### src/hdl/sfs_pkg.sv
`default_nettype none

package sfs_pkg;

  // Field and register widths.
  localparam int SHEET_W       = 16;
  localparam int TIMER_W       = 16;
  localparam int TIMEOUT_W     = 16;
  localparam int BOX_W         = 2;
  localparam int OPCODE_W      = 1;
  localparam int CFG_INDEX_W   = 1;
  localparam int CFG_DATA_W    = 16;

  // Input item opcodes.
  localparam logic [OPCODE_W-1:0] OP_TICK = 1'b0;
  localparam logic [OPCODE_W-1:0] OP_JOB  = 1'b1;

  // Reported box state codes.
  localparam logic [BOX_W-1:0] BOX_IDLE   = 2'd0;
  localparam logic [BOX_W-1:0] BOX_FEED   = 2'd1;
  localparam logic [BOX_W-1:0] BOX_OUTPUT = 2'd2;
  localparam logic [BOX_W-1:0] BOX_ERROR  = 2'd3;

  // Configuration register indexes and reset values.
  localparam logic [CFG_INDEX_W-1:0] CFG_FEED_TIMEOUT   = 1'd0;
  localparam logic [CFG_INDEX_W-1:0] CFG_OUTPUT_TIMEOUT = 1'd1;
  localparam logic [TIMEOUT_W-1:0]   FEED_TIMEOUT_RESET   = 16'd1000;
  localparam logic [TIMEOUT_W-1:0]   OUTPUT_TIMEOUT_RESET = 16'd1000;

  // Job queue status seen by the phase controller.
  typedef struct packed {
    logic               empty;
    logic               full;
    logic [SHEET_W-1:0] head_sheets;
  } queue_status_t;

endpackage

`default_nettype wire

### src/hdl/sfs_item_if.sv
`default_nettype none

interface sfs_item_if;
  import sfs_pkg::*;

  logic                valid;
  logic                ready;
  logic [OPCODE_W-1:0] opcode;
  logic                upper_sensor;
  logic                lower_sensor;
  logic [SHEET_W-1:0]  sheet_count;

  modport source (output valid, output opcode, output upper_sensor,
                  output lower_sensor, output sheet_count, input ready);
  modport sink   (input valid, input opcode, input upper_sensor,
                  input lower_sensor, input sheet_count, output ready);
endinterface

`default_nettype wire

### src/hdl/sfs_result_if.sv
`default_nettype none

interface sfs_result_if;
  import sfs_pkg::*;

  logic             valid;
  logic             ready;
  logic [BOX_W-1:0] box_state;
  logic             keep_printing;
  logic             job_retired;
  logic             queue_full;

  modport source (output valid, output box_state, output keep_printing,
                  output job_retired, output queue_full, input ready);
  modport sink   (input valid, input box_state, input keep_printing,
                  input job_retired, input queue_full, output ready);
endinterface

`default_nettype wire

### src/hdl/sfs_cfg_if.sv
`default_nettype none

interface sfs_cfg_if;
  import sfs_pkg::*;

  logic                   valid;
  logic                   ready;
  logic [CFG_INDEX_W-1:0] index;
  logic [CFG_DATA_W-1:0]  data;

  modport source (output valid, output index, output data, input ready);
  modport sink   (input valid, input index, input data, output ready);
endinterface

`default_nettype wire

### src/hdl/sfs_job_queue.sv
`default_nettype none

module sfs_job_queue #(
  parameter int QUEUE_DEPTH = 8
) (
  input  wire logic                        clk,
  input  wire logic                        rst,
  input  wire logic                        push,
  input  wire logic [sfs_pkg::SHEET_W-1:0] push_sheets,
  input  wire logic                        pop,
  output sfs_pkg::queue_status_t           status
);
  import sfs_pkg::*;

  localparam int PTR_W = (QUEUE_DEPTH > 1) ? $clog2(QUEUE_DEPTH) : 1;
  localparam int CNT_W = $clog2(QUEUE_DEPTH + 1);
  localparam logic [CNT_W-1:0] FULL_COUNT = CNT_W'(QUEUE_DEPTH);
  localparam logic [PTR_W:0]   LAST_SLOT  = (PTR_W + 1)'(QUEUE_DEPTH - 1);

  function automatic logic [PTR_W-1:0] next_slot(input logic [PTR_W-1:0] p);
    logic [PTR_W:0] wide;
    wide = {1'b0, p};
    return (wide >= LAST_SLOT) ? '0 : PTR_W'(wide + 1'b1);
  endfunction

  logic [SHEET_W-1:0] store [QUEUE_DEPTH];
  logic [PTR_W-1:0]   head;
  logic [PTR_W-1:0]   head_next;
  logic [PTR_W-1:0]   tail;
  logic [CNT_W-1:0]   used;
  logic [SHEET_W-1:0] head_sheets;

  assign head_next = pop ? next_slot(head) : head;

  always_ff @(posedge clk) begin
    if (push) begin
      store[tail] <= push_sheets;
    end
  end

  // The head entry is read every cycle at the address the head will hold
  // next, so it is ready for a pop on the very next item. A write to that
  // same slot is forwarded.
  always_ff @(posedge clk) begin
    if (push && (tail == head_next)) begin
      head_sheets <= push_sheets;
    end else begin
      head_sheets <= store[head_next];
    end
  end

  always_ff @(posedge clk) begin
    if (rst) begin
      head <= '0;
      tail <= '0;
      used <= '0;
    end else begin
      head <= head_next;
      if (push) begin
        tail <= next_slot(tail);
        used <= used + 1'b1;
      end else if (pop) begin
        used <= used - 1'b1;
      end
    end
  end

  assign status.empty       = (used == '0);
  assign status.full        = (used == FULL_COUNT);
  assign status.head_sheets = head_sheets;

endmodule

`default_nettype wire

### src/hdl/sfs_phase_ctrl.sv
`default_nettype none

module sfs_phase_ctrl (
  input  wire logic                          clk,
  input  wire logic                          rst,
  input  wire logic                          tick,
  input  wire logic                          upper,
  input  wire logic                          lower,
  input  wire logic [sfs_pkg::TIMEOUT_W-1:0] feed_timeout,
  input  wire logic [sfs_pkg::TIMEOUT_W-1:0] output_timeout,
  input  wire sfs_pkg::queue_status_t        queue_status,
  output logic                               pop,
  output logic                               retired,
  output logic [sfs_pkg::BOX_W-1:0]          box_state
);
  import sfs_pkg::*;

  typedef enum logic [2:0] {
    PH_IDLE       = 3'd0,
    PH_FEED       = 3'd1,
    PH_OUTPUT     = 3'd2,
    PH_IDLE_ERR   = 3'd3,
    PH_FEED_ERR   = 3'd4,
    PH_OUTPUT_ERR = 3'd5
  } phase_t;

  phase_t             phase;
  phase_t             phase_next;
  logic [TIMER_W-1:0] phase_timer;
  logic [TIMER_W-1:0] phase_timer_next;
  logic [TIMER_W-1:0] timer_bumped;
  logic               job_active;
  logic               job_active_next;
  logic [SHEET_W-1:0] sheets_left;
  logic [SHEET_W-1:0] sheets_left_next;
  logic               enter_idle;

  assign timer_bumped = (phase_timer == '1) ? phase_timer : phase_timer + 1'b1;

  // One tick runs the whole transition chain: a phase that ends falls
  // through to idle, which may start the next sheet in the same tick.
  always_comb begin
    phase_next       = phase;
    phase_timer_next = phase_timer;
    job_active_next  = job_active;
    sheets_left_next = sheets_left;
    pop              = 1'b0;
    retired          = 1'b0;
    enter_idle       = 1'b0;
    if (tick) begin
      case (phase)
        PH_FEED: begin
          if (upper) begin
            phase_next       = PH_OUTPUT;
            phase_timer_next = '0;
          end else if (phase_timer >= feed_timeout) begin
            // The feed error leaves at once when the lower sensor is on.
            enter_idle = 1'b1;
          end else begin
            phase_timer_next = timer_bumped;
          end
        end
        PH_OUTPUT: begin
          if (!upper) begin
            if (sheets_left <= SHEET_W'(1)) begin
              sheets_left_next = '0;
              job_active_next  = 1'b0;
              retired          = 1'b1;
            end else begin
              sheets_left_next = sheets_left - 1'b1;
            end
            enter_idle = 1'b1;
          end else if (phase_timer >= output_timeout) begin
            phase_next = PH_OUTPUT_ERR;
          end else begin
            phase_timer_next = timer_bumped;
          end
        end
        PH_IDLE_ERR, PH_FEED_ERR, PH_OUTPUT_ERR: begin
          enter_idle = lower && !upper;
        end
        default: begin
          enter_idle = 1'b1;
        end
      endcase

      if (enter_idle) begin
        if (!lower) begin
          phase_next = PH_FEED_ERR;
        end else begin
          if (!job_active_next && !queue_status.empty) begin
            sheets_left_next = queue_status.head_sheets;
            job_active_next  = 1'b1;
            pop              = 1'b1;
          end
          if (job_active_next) begin
            phase_next       = PH_FEED;
            phase_timer_next = '0;
          end else begin
            phase_next = PH_IDLE;
          end
        end
      end
    end
  end

  always_ff @(posedge clk) begin
    if (rst) begin
      phase       <= PH_IDLE;
      phase_timer <= '0;
      job_active  <= 1'b0;
      sheets_left <= '0;
    end else begin
      phase       <= phase_next;
      phase_timer <= phase_timer_next;
      job_active  <= job_active_next;
      sheets_left <= sheets_left_next;
    end
  end

  always_comb begin
    case (phase_next)
      PH_FEED:                                 box_state = BOX_FEED;
      PH_OUTPUT:                               box_state = BOX_OUTPUT;
      PH_IDLE_ERR, PH_FEED_ERR, PH_OUTPUT_ERR: box_state = BOX_ERROR;
      default:                                 box_state = BOX_IDLE;
    endcase
  end

endmodule

`default_nettype wire

### src/hdl/sheet_feeder_sequencer.sv
// Sheet feeder sequencer.
// The items channel carries either a one-millisecond tick with the upper and
// lower sensor levels (opcode tick) or a new job with its sheet count (opcode
// job), which is queued first in, first out. Every item produces exactly one
// result on the results channel: the box state after the item, keep_printing,
// a flag that the current job retired on this tick, and a flag that a job was
// dropped because the queue was full.
// The result of an accepted item is registered and presented in the next cycle.
// Throughput is one item per cycle while the receiver keeps up; the whole tick
// transition chain settles in one pass of logic between the phase registers,
// and the queue head is prefetched from the job store so a pop costs nothing.
// When the receiver stalls, the result waits in the output register and the
// block still takes an item in the cycle that result is taken.
// The cfg channel is always ready and writes the feed and output timeouts.
// Reset (synchronous, active high) returns to idle with no job, an empty
// queue, both timeouts at 1000 ticks and no result pending.
`default_nettype none

module sheet_feeder_sequencer #(
  parameter int QUEUE_DEPTH = 8
) (
  input wire logic     clk,
  input wire logic     rst,
  sfs_item_if.sink     items,
  sfs_result_if.source results,
  sfs_cfg_if.sink      cfg
);
  import sfs_pkg::*;

  logic                 accept;
  logic                 is_job;
  logic                 tick;
  logic                 push;
  logic                 pop;
  logic                 retired;
  logic [BOX_W-1:0]     box_state;
  queue_status_t        queue_status;
  logic [TIMEOUT_W-1:0] feed_timeout;
  logic [TIMEOUT_W-1:0] output_timeout;

  // A new item is taken whenever the output register is empty or its
  // result is leaving in this same cycle.
  assign items.ready = !results.valid || results.ready;
  assign accept      = items.valid && items.ready;
  assign is_job      = (items.opcode == OP_JOB);
  assign tick        = accept && (items.opcode == OP_TICK);
  assign push        = accept && is_job && !queue_status.full;

  sfs_job_queue #(
    .QUEUE_DEPTH (QUEUE_DEPTH)
  ) u_job_queue (
    .clk         (clk),
    .rst         (rst),
    .push        (push),
    .push_sheets (items.sheet_count),
    .pop         (pop),
    .status      (queue_status)
  );

  sfs_phase_ctrl u_phase_ctrl (
    .clk            (clk),
    .rst            (rst),
    .tick           (tick),
    .upper          (items.upper_sensor),
    .lower          (items.lower_sensor),
    .feed_timeout   (feed_timeout),
    .output_timeout (output_timeout),
    .queue_status   (queue_status),
    .pop            (pop),
    .retired        (retired),
    .box_state      (box_state)
  );

  // Timeout registers. The user must write them only while the block is idle; the block itself does not enforce it.
  assign cfg.ready = 1'b1;

  always_ff @(posedge clk) begin
    if (rst) begin
      feed_timeout   <= FEED_TIMEOUT_RESET;
      output_timeout <= OUTPUT_TIMEOUT_RESET;
    end else if (cfg.valid) begin
      case (cfg.index)
        CFG_FEED_TIMEOUT:   feed_timeout   <= TIMEOUT_W'(cfg.data);
        CFG_OUTPUT_TIMEOUT: output_timeout <= TIMEOUT_W'(cfg.data);
        default: begin
        end
      endcase
    end
  end

  // Output register. The valid flag is control state; the payload is
  // loaded only when an item is accepted.
  always_ff @(posedge clk) begin
    if (rst) begin
      results.valid <= 1'b0;
    end else if (accept) begin
      results.valid <= 1'b1;
    end else if (results.ready) begin
      results.valid <= 1'b0;
    end
  end

  always_ff @(posedge clk) begin
    if (accept) begin
      results.box_state     <= box_state;
      results.keep_printing <= (box_state == BOX_FEED) || (box_state == BOX_OUTPUT);
      results.job_retired   <= retired;
      results.queue_full    <= is_job && queue_status.full;
    end
  end

endmodule

`default_nettype wire

### src/flat_wrapper.sv
// flat-port wrapper written by rule: the top's interface ports become plain ports
module sheet_feeder_sequencer_flat import sfs_pkg::*;
#(
  parameter int QUEUE_DEPTH = 8
)
  (clk, rst, items_valid, items_opcode, items_upper_sensor, items_lower_sensor, items_sheet_count, items_ready, results_valid, results_box_state, results_keep_printing, results_job_retired, results_queue_full, results_ready, cfg_valid, cfg_index, cfg_data, cfg_ready);
  sfs_item_if items_i ();
  sfs_result_if results_i ();
  sfs_cfg_if cfg_i ();
  input wire logic clk;
  input wire logic rst;
  input wire logic [$bits(items_i.valid)-1:0] items_valid;
  input wire logic [$bits(items_i.opcode)-1:0] items_opcode;
  input wire logic [$bits(items_i.upper_sensor)-1:0] items_upper_sensor;
  input wire logic [$bits(items_i.lower_sensor)-1:0] items_lower_sensor;
  input wire logic [$bits(items_i.sheet_count)-1:0] items_sheet_count;
  output wire logic [$bits(items_i.ready)-1:0] items_ready;
  output wire logic [$bits(results_i.valid)-1:0] results_valid;
  output wire logic [$bits(results_i.box_state)-1:0] results_box_state;
  output wire logic [$bits(results_i.keep_printing)-1:0] results_keep_printing;
  output wire logic [$bits(results_i.job_retired)-1:0] results_job_retired;
  output wire logic [$bits(results_i.queue_full)-1:0] results_queue_full;
  input wire logic [$bits(results_i.ready)-1:0] results_ready;
  input wire logic [$bits(cfg_i.valid)-1:0] cfg_valid;
  input wire logic [$bits(cfg_i.index)-1:0] cfg_index;
  input wire logic [$bits(cfg_i.data)-1:0] cfg_data;
  output wire logic [$bits(cfg_i.ready)-1:0] cfg_ready;
  assign items_i.valid = items_valid;
  assign items_i.opcode = items_opcode;
  assign items_i.upper_sensor = items_upper_sensor;
  assign items_i.lower_sensor = items_lower_sensor;
  assign items_i.sheet_count = items_sheet_count;
  assign items_ready = items_i.ready;
  assign results_valid = results_i.valid;
  assign results_box_state = results_i.box_state;
  assign results_keep_printing = results_i.keep_printing;
  assign results_job_retired = results_i.job_retired;
  assign results_queue_full = results_i.queue_full;
  assign results_i.ready = results_ready;
  assign cfg_i.valid = cfg_valid;
  assign cfg_i.index = cfg_index;
  assign cfg_i.data = cfg_data;
  assign cfg_ready = cfg_i.ready;
  sheet_feeder_sequencer #(.QUEUE_DEPTH(QUEUE_DEPTH)) u_core (.clk(clk), .rst(rst), .items(items_i), .results(results_i), .cfg(cfg_i));
endmodule
### config.mk
export PLATFORM = sky130hd
export DESIGN_NAME = sheet_feeder_sequencer_flat
export DESIGN_NICKNAME = d
export VERILOG_FILES = /design/src/hdl/sfs_pkg.sv /design/src/hdl/sfs_item_if.sv /design/src/hdl/sfs_result_if.sv /design/src/hdl/sfs_cfg_if.sv /design/src/hdl/sfs_job_queue.sv /design/src/hdl/sfs_phase_ctrl.sv /design/src/hdl/sheet_feeder_sequencer.sv /design/src/flat_wrapper.sv
export SDC_FILE = /design/constraint.sdc
export NUM_CORES = 1
export LEC_CHECK = 0
export ABC_AREA = 0
export ABC_CLOCK_PERIOD_IN_PS = 5700
export BUFFER_PORTS_ARGS = -buffer_cell sky130_fd_sc_hd__buf_2
export CAP_MARGIN = 15
export CORE_MARGIN = 10
export CORE_UTILIZATION = 61
export DETAILED_ROUTE_END_ITERATION = 12
export GPL_ROUTABILITY_DRIVEN = 0
export PLACE_DENSITY = 0.79
export SYNTH_ARGS = -nofsm -noshare
export SYNTH_HDL_FRONTEND = slang
export SYNTH_SLANG_ARGS = --single-unit
### constraint.sdc
create_clock -name clk -period 5.7 [get_ports clk]
set_input_delay 1.71 -clock clk [delete_from_list [all_inputs] [get_ports clk]]
set_output_delay 1.71 -clock clk [all_outputs]
set_load 0.005 [all_outputs]
After elaboration in Yosys (flattened, before gate mapping)
Memory sizes are Yosys's and may differ from the RTL's. A register that Yosys moved wholly into a read port is not among the register bits.
Index checks and enable logic that the tools add are counted.
{"block": "classes", "n_addsub": 6, "order_cmp": 5, "eq_ne": 14, "n_mux": 53, "bitwise_logic": 4, "n_reduce_logical": 22}
{"operator": "$mux W16", "n": 14}
{"operator": "$ge A16 B16 Y1", "n": 2}
{"operator": "$pmux W16 S2", "n": 1}
{"operator": "$mux W3", "n": 9}
{"operator": "$mux W1", "n": 24}
{"operator": "$add A16 B1 Y16 const B", "n": 1}
{"operator": "$eq A16 B16 Y1 const B", "n": 1}
{"operator": "$le A16 B1 Y1 const B", "n": 1}
{"operator": "$sub A16 B1 Y16 const B", "n": 1}
{"operator": "$eq A3 B2 Y1 const B", "n": 4}
{"operator": "$eq A3 B3 Y1 const B", "n": 4}
{"operator": "$reduce_or A3 Y1", "n": 3}
{"operator": "$mux W4", "n": 2}
{"operator": "$logic_and A1 B1 Y1", "n": 7}
{"operator": "$add A3 B1 Y3 const B", "n": 2}
{"operator": "$eq A3 B1 Y1 const B", "n": 2}
{"operator": "$ge A3 B3 Y1 const B", "n": 2}
{"operator": "$pmux W2 S3", "n": 1}
{"operator": "$pmux W3 S2", "n": 1}
{"operator": "$logic_not A1 Y1", "n": 5}
{"operator": "$add A4 B1 Y4 const B", "n": 1}
{"operator": "$eq A4 B4 Y1 const B", "n": 1}
{"operator": "$logic_not A4 Y1", "n": 1}
{"operator": "$not A1 Y1", "n": 4}
{"operator": "7 further kinds", "n": 10}
{"block": "word_totals", "regBits": 84, "mem_bits_rw": 128, "elab_cells": 119, "memories": 1}
{"name": "u_core.u_job_queue.store", "depth": 8, "width": 16, "read_ports": 1, "rd_clocked_by_memory_dff": 1, "wr": 1, "line_no": "sfs_job_queue.sv:26", "source": "logic [SHEET_W-1:0] store [QUEUE_DEPTH];"}

Depth between registers and ports, before layout
{"block": "depth", "ltp_word": 20, "ltp_mapped": 12}

Modules after synthesis
Synthesis repeated with hierarchy kept, for this count alone.
{"block": "unflattened", "hier_cells": 856, "hier_area_um2": 10553.9}
{"mod": "sfs_job_queue", "instances": 1, "cells_per_inst": 264, "area_each_um2": 5599.1, "seq_area_each_um2": 4103.9}
{"mod": "sfs_phase_ctrl", "instances": 1, "cells_per_inst": 448, "area_each_um2": 3384.5, "seq_area_each_um2": 720.7}
{"mod": "sheet_feeder_sequencer", "instances": 1, "cells_per_inst": 144, "area_each_um2": 1570.3, "seq_area_each_um2": 810.8}

Worst setup path before layout
No wires, ideal clock.
{"block": "synth_path", "path_kind": "input -> register", "start": "in results_ready", "end": "mem u_core.u_job_queue.store[2][0] (enable)", "arrival_ns": 4.577, "required_ns": 5.264, "slack_ns": 0.686, "path_stages": 6, "n_path_buf": 1, "path_cell_list": "nand2b_1 and2_1 and3_1 clkbuf_1 clkinv_1 nor4b_1"}
{"block": "synth_between", "elab_chain_cells": 6}
{"item": "from (decl)", "line_no": "flat_wrapper.sv:23", "source": "input wire logic [$bits(results_i.ready)-1:0] results_ready;"}
{"item": "$logic_or A1 B1 Y1", "line_no": "sheet_feeder_sequencer.sv:43", "source": "assign items.ready = !results.valid || results.ready;"}
{"item": "$logic_and A1 B1 Y1", "line_no": "sheet_feeder_sequencer.sv:44", "source": "assign accept = items.valid && items.ready;"}
{"item": "net u_core.accept", "line_no": "sheet_feeder_sequencer.sv:30", "source": "logic accept;"}
{"item": "$logic_and A1 B1 Y1 (2 in a row)", "line_no": "sheet_feeder_sequencer.sv:47", "source": "assign push = accept && is_job && !queue_status.full;"}
{"item": "$mux W1", "line_no": "sfs_job_queue.sv:36", "source": "if (push) begin"}
{"item": "$mux W1 (not written as such)", "line_no": "sfs_job_queue.sv:37", "source": "store[tail] <= push_sheets;"}
{"item": "to (decl)", "line_no": "sfs_job_queue.sv:26"}
The timed path passes the listed nets, and every way through them passes these cells.

Worst setup path in the final report
{"block": "layout_path", "start": "in results_ready", "end": "out items_ready"}
{"block": "layout_between", "elab_chain_cells": 1}
{"item": "$logic_or A1 B1 Y1", "line_no": "sheet_feeder_sequencer.sv:43"}
{"item": "to (decl)", "line_no": "flat_wrapper.sv:17", "source": "output wire logic [$bits(items_i.ready)-1:0] items_ready;"}
No other way between the ends.

==> out/metrics.yaml <==
clk_latency_ps: 520
leakage_nw: 4.07
slowest_delay_ps: 150
ant_nets: 0
fin_nets: 979
cts_hold_buf: 0
coreArea_um2: 16000
area.growth.synth_to_final_pct: 12.0
tns_ps: 0
routed-via-count: 7030
ys_seq_area_share_pct: 56.1
drt_first_pass_iters: 7
cts_root_buffer: "clkbuf_16"
antenna_found_initial: 0
synth_top_family_by_area: "simple AND/OR/NAND/NOR gates"
cpLargestDelayFamily: "buffers and inverters"
cts_tree: "built"
post-route-period-util_pct: 66.7
hpwl_um: 14400
powerDensity_nw_per_um2: 309
synth_area_leaders: "edfxtp_1, dfxtp_1, mux4_2"
crit_type: "primary input to output port"
ios: 49
synth_top_flop_cell: "edfxtp_1"
place_inst: 1087
drc: 0
status: "completed"
worstSetupStartpointType: "primary input"
cts_num_sinks: 215
cts_made_buffers: 23
netlist_area_um2: 10000
n_antenna_cell: 0
overflow: 0
synth_xor_area_share_pct: 1.22
syn_area_per_cell_um2: 11.7
end_kind: "output port"
stdcell_count: 1129
setup_viol: 0
first_iter_violations: 571
hold_viol: 0
initial_core_util_pct: 62.7
die-area_um2: 22000
synth.distinct_cells: 67
muxShareOfSynthArea_pct: 9.10
io_buffers: 47
avgViaCountPerCell: 6.23
drive_above_1_share_pct: 16.3
crit_chain: "buf_2, nand2b_1, buf_2"
fin_worst_skew_ps: 14.7
fmax_mhz: 263
async_reset_ff_share_pct: 0
path_buf_inv: 2
slew_headroom_pct: 27.8
synth_cells: 856
irDropWorstVdd_v: 0.000278
clockBufferDepth: 3
cts.htree.levels: 1
fp.dieH_um: 148
fp-row-count: 46
drv_cap: 0
required_ps: 3990
track_usage_pct: 19.7
synthAdderAreaFrac_pct: 5.31
synth_top_cell_by_area: "edfxtp_1"
post-cts-setup-buffer-count: 0
synth_simple_gate_area_share_pct: 13.3
hold_class: "flop to flop"
yosysTopAreaCellShare_pct: 39.8
crit_top_cell: "buf_2"
cp_slowest_cell: "nand2b_1"
yosys_warnings: 0
cts_resized: 0
cp_max_fo: 3
clk_pin_slew_worst_paths_ps: 60
wire_per_inst_um: 19.3
final_util_pct: 70.3
grt_pass1_vias: 7088
finalMaxSlewViolations: 0
ys_seq_elements: 215
synth-edff-count: 133
rsz0062_at_grt: "false"
wirelength_um: 21800
worst_ep_arrival_time_ps: 2090
grt_first_pass_wirelength_um: 35900
tightest_slew_ps: 1080
grt_max_degree: 53
period_minus_slack_ps: 3800
syn-num-nets: 939
die_w_um: 148
synth-compound-area-share_pct: 11.4
## sequential cells by signal, summed over array words and instances, names as in the netlist, named ones only
name and count:
u_core.output_timeout 16, u_core.u_phase_ctrl.phase_timer 16, u_core.u_job_queue.used 4, u_core.u_job_queue.tail 3, u_core.results.job_retired 1, u_core.u_phase_ctrl.sheets_left 16
u_core.u_phase_ctrl.job_active 1, u_core.u_job_queue.store 128, u_core.results.valid 1, u_core.u_phase_ctrl.phase 3, u_core.results.queue_full 1, u_core.u_job_queue.head 3
u_core.feed_timeout 16, u_core.results.box_state 2, u_core.results.keep_printing 1
## Yosys cell counts (all sizes together), types with 5 or more instances
master	n
a211oi	6
a21oi	58
a311oi	8
a31oi	11
and2	10
and3	11
buf	13
clkbuf	33
dfxtp	82
edfxtp	133
ha	41
inv	43
mux2i	17
mux4	32
nand2	93
nand2b	13
nand3	20
nand4	9
nor2	51
nor2b	7
nor3	24
nor4	5
o211ai	22
o21ai	36
o31ai	7
or3	7
xnor2	5
xor2	9
## kinds of logic after synthesis
kind of cell	Yosys count
buffers and inverters	90
AO/OA/AOI/OAI	178
other	1
XOR/XNOR	14
flip-flops	215
adder cells (fa/ha/maj)	42
AND/OR/NAND/NOR	265
multiplexers	51
## tightest hold or removal path: cells and delay by family, from the launching register on
kind,cells,cell delay (ps)
AOI/OAI and AO/OA,1,50
and+or+nand+nor,1,50
DFF,1,310
## path summary, 6_finish.rpt
path,endpoint,startpoint,cells after the start,slack (ps)
setup / recovery,items_ready,results_ready,3,1900
setup reg to reg,u_core.results.box_state[0]$_DFFE_PP_,u_core.u_phase_ctrl.phase_timer[13]$_SDFFE_PP0P_,9,2390
hold reg to reg,u_core.output_timeout[4]$_SDFFE_PP0P_,u_core.output_timeout[4]$_SDFFE_PP0P_,2,460
hold / removal,u_core.output_timeout[4]$_SDFFE_PP0P_,u_core.output_timeout[4]$_SDFFE_PP0P_,2,460
## layout by cell type (no fill, tap or decap), drive strengths merged, types with 11 or more instances in the layout
cell	count
dfxtp	82
edfxtp	133
o211ai	22
a31oi	11
nand2	93
nand3	20
ha	41
mux2i	17
buf	61
o21ai	36
and3	11
inv	44
nand2b	13
clkbuf	26
mux4	32
nor2	51
nor3	24
a21oi	58
## routing by layer
layer  share of wire (%)  GRT usage [%]
met3                 6.3           3.76
met5                   0              0
met1                  40           23.5
met2                  51           34.6
met4                 3.0           7.58
## layout make-up
| type | instances | area, um^2 |
|---|---|---|
| Tap cell | 216 | 270 |
| Timing Repair Buffer | 61 | 340 |
| Multi-Input combinational cell | 551 | 4090 |
| Clock buffer | 26 | 587 |
| Clock inverter | 16 | 149 |
| Fill cell | 1136 | 4760 |
| Sequential cell | 215 | 5640 |
| Inverter | 44 | 165 |
## metrics by stage
| stage | hold slack (ps) | power (mW) | instance area, um^2 | worst slack [ps] |
|---|---|---|---|---|
| 6_report | 462 | 3.48 | 11200 | 1900 |
| 5_1_grt | 478 | 3.59 | 11200 | 1730 |
| 4_1_cts | 461 | 3.50 | 11200 | 1890 |
| 3_5_place_dp | 450 | 2.07 | 10500 | 1440 |
| 3_3_place_gp | 446 | 2.05 | 10500 | 1550 |
| 2_1_floorplan | 436 | 1.98 | 10000 | 686 |
## power by group
part	internal [mW]	switching [mW]	total [mW]
registers	1.69	0.0312	1.72
logic	0.130	0.187	0.317
clock network	0.837	0.598	1.44
(Power assumes the default switching activity.)
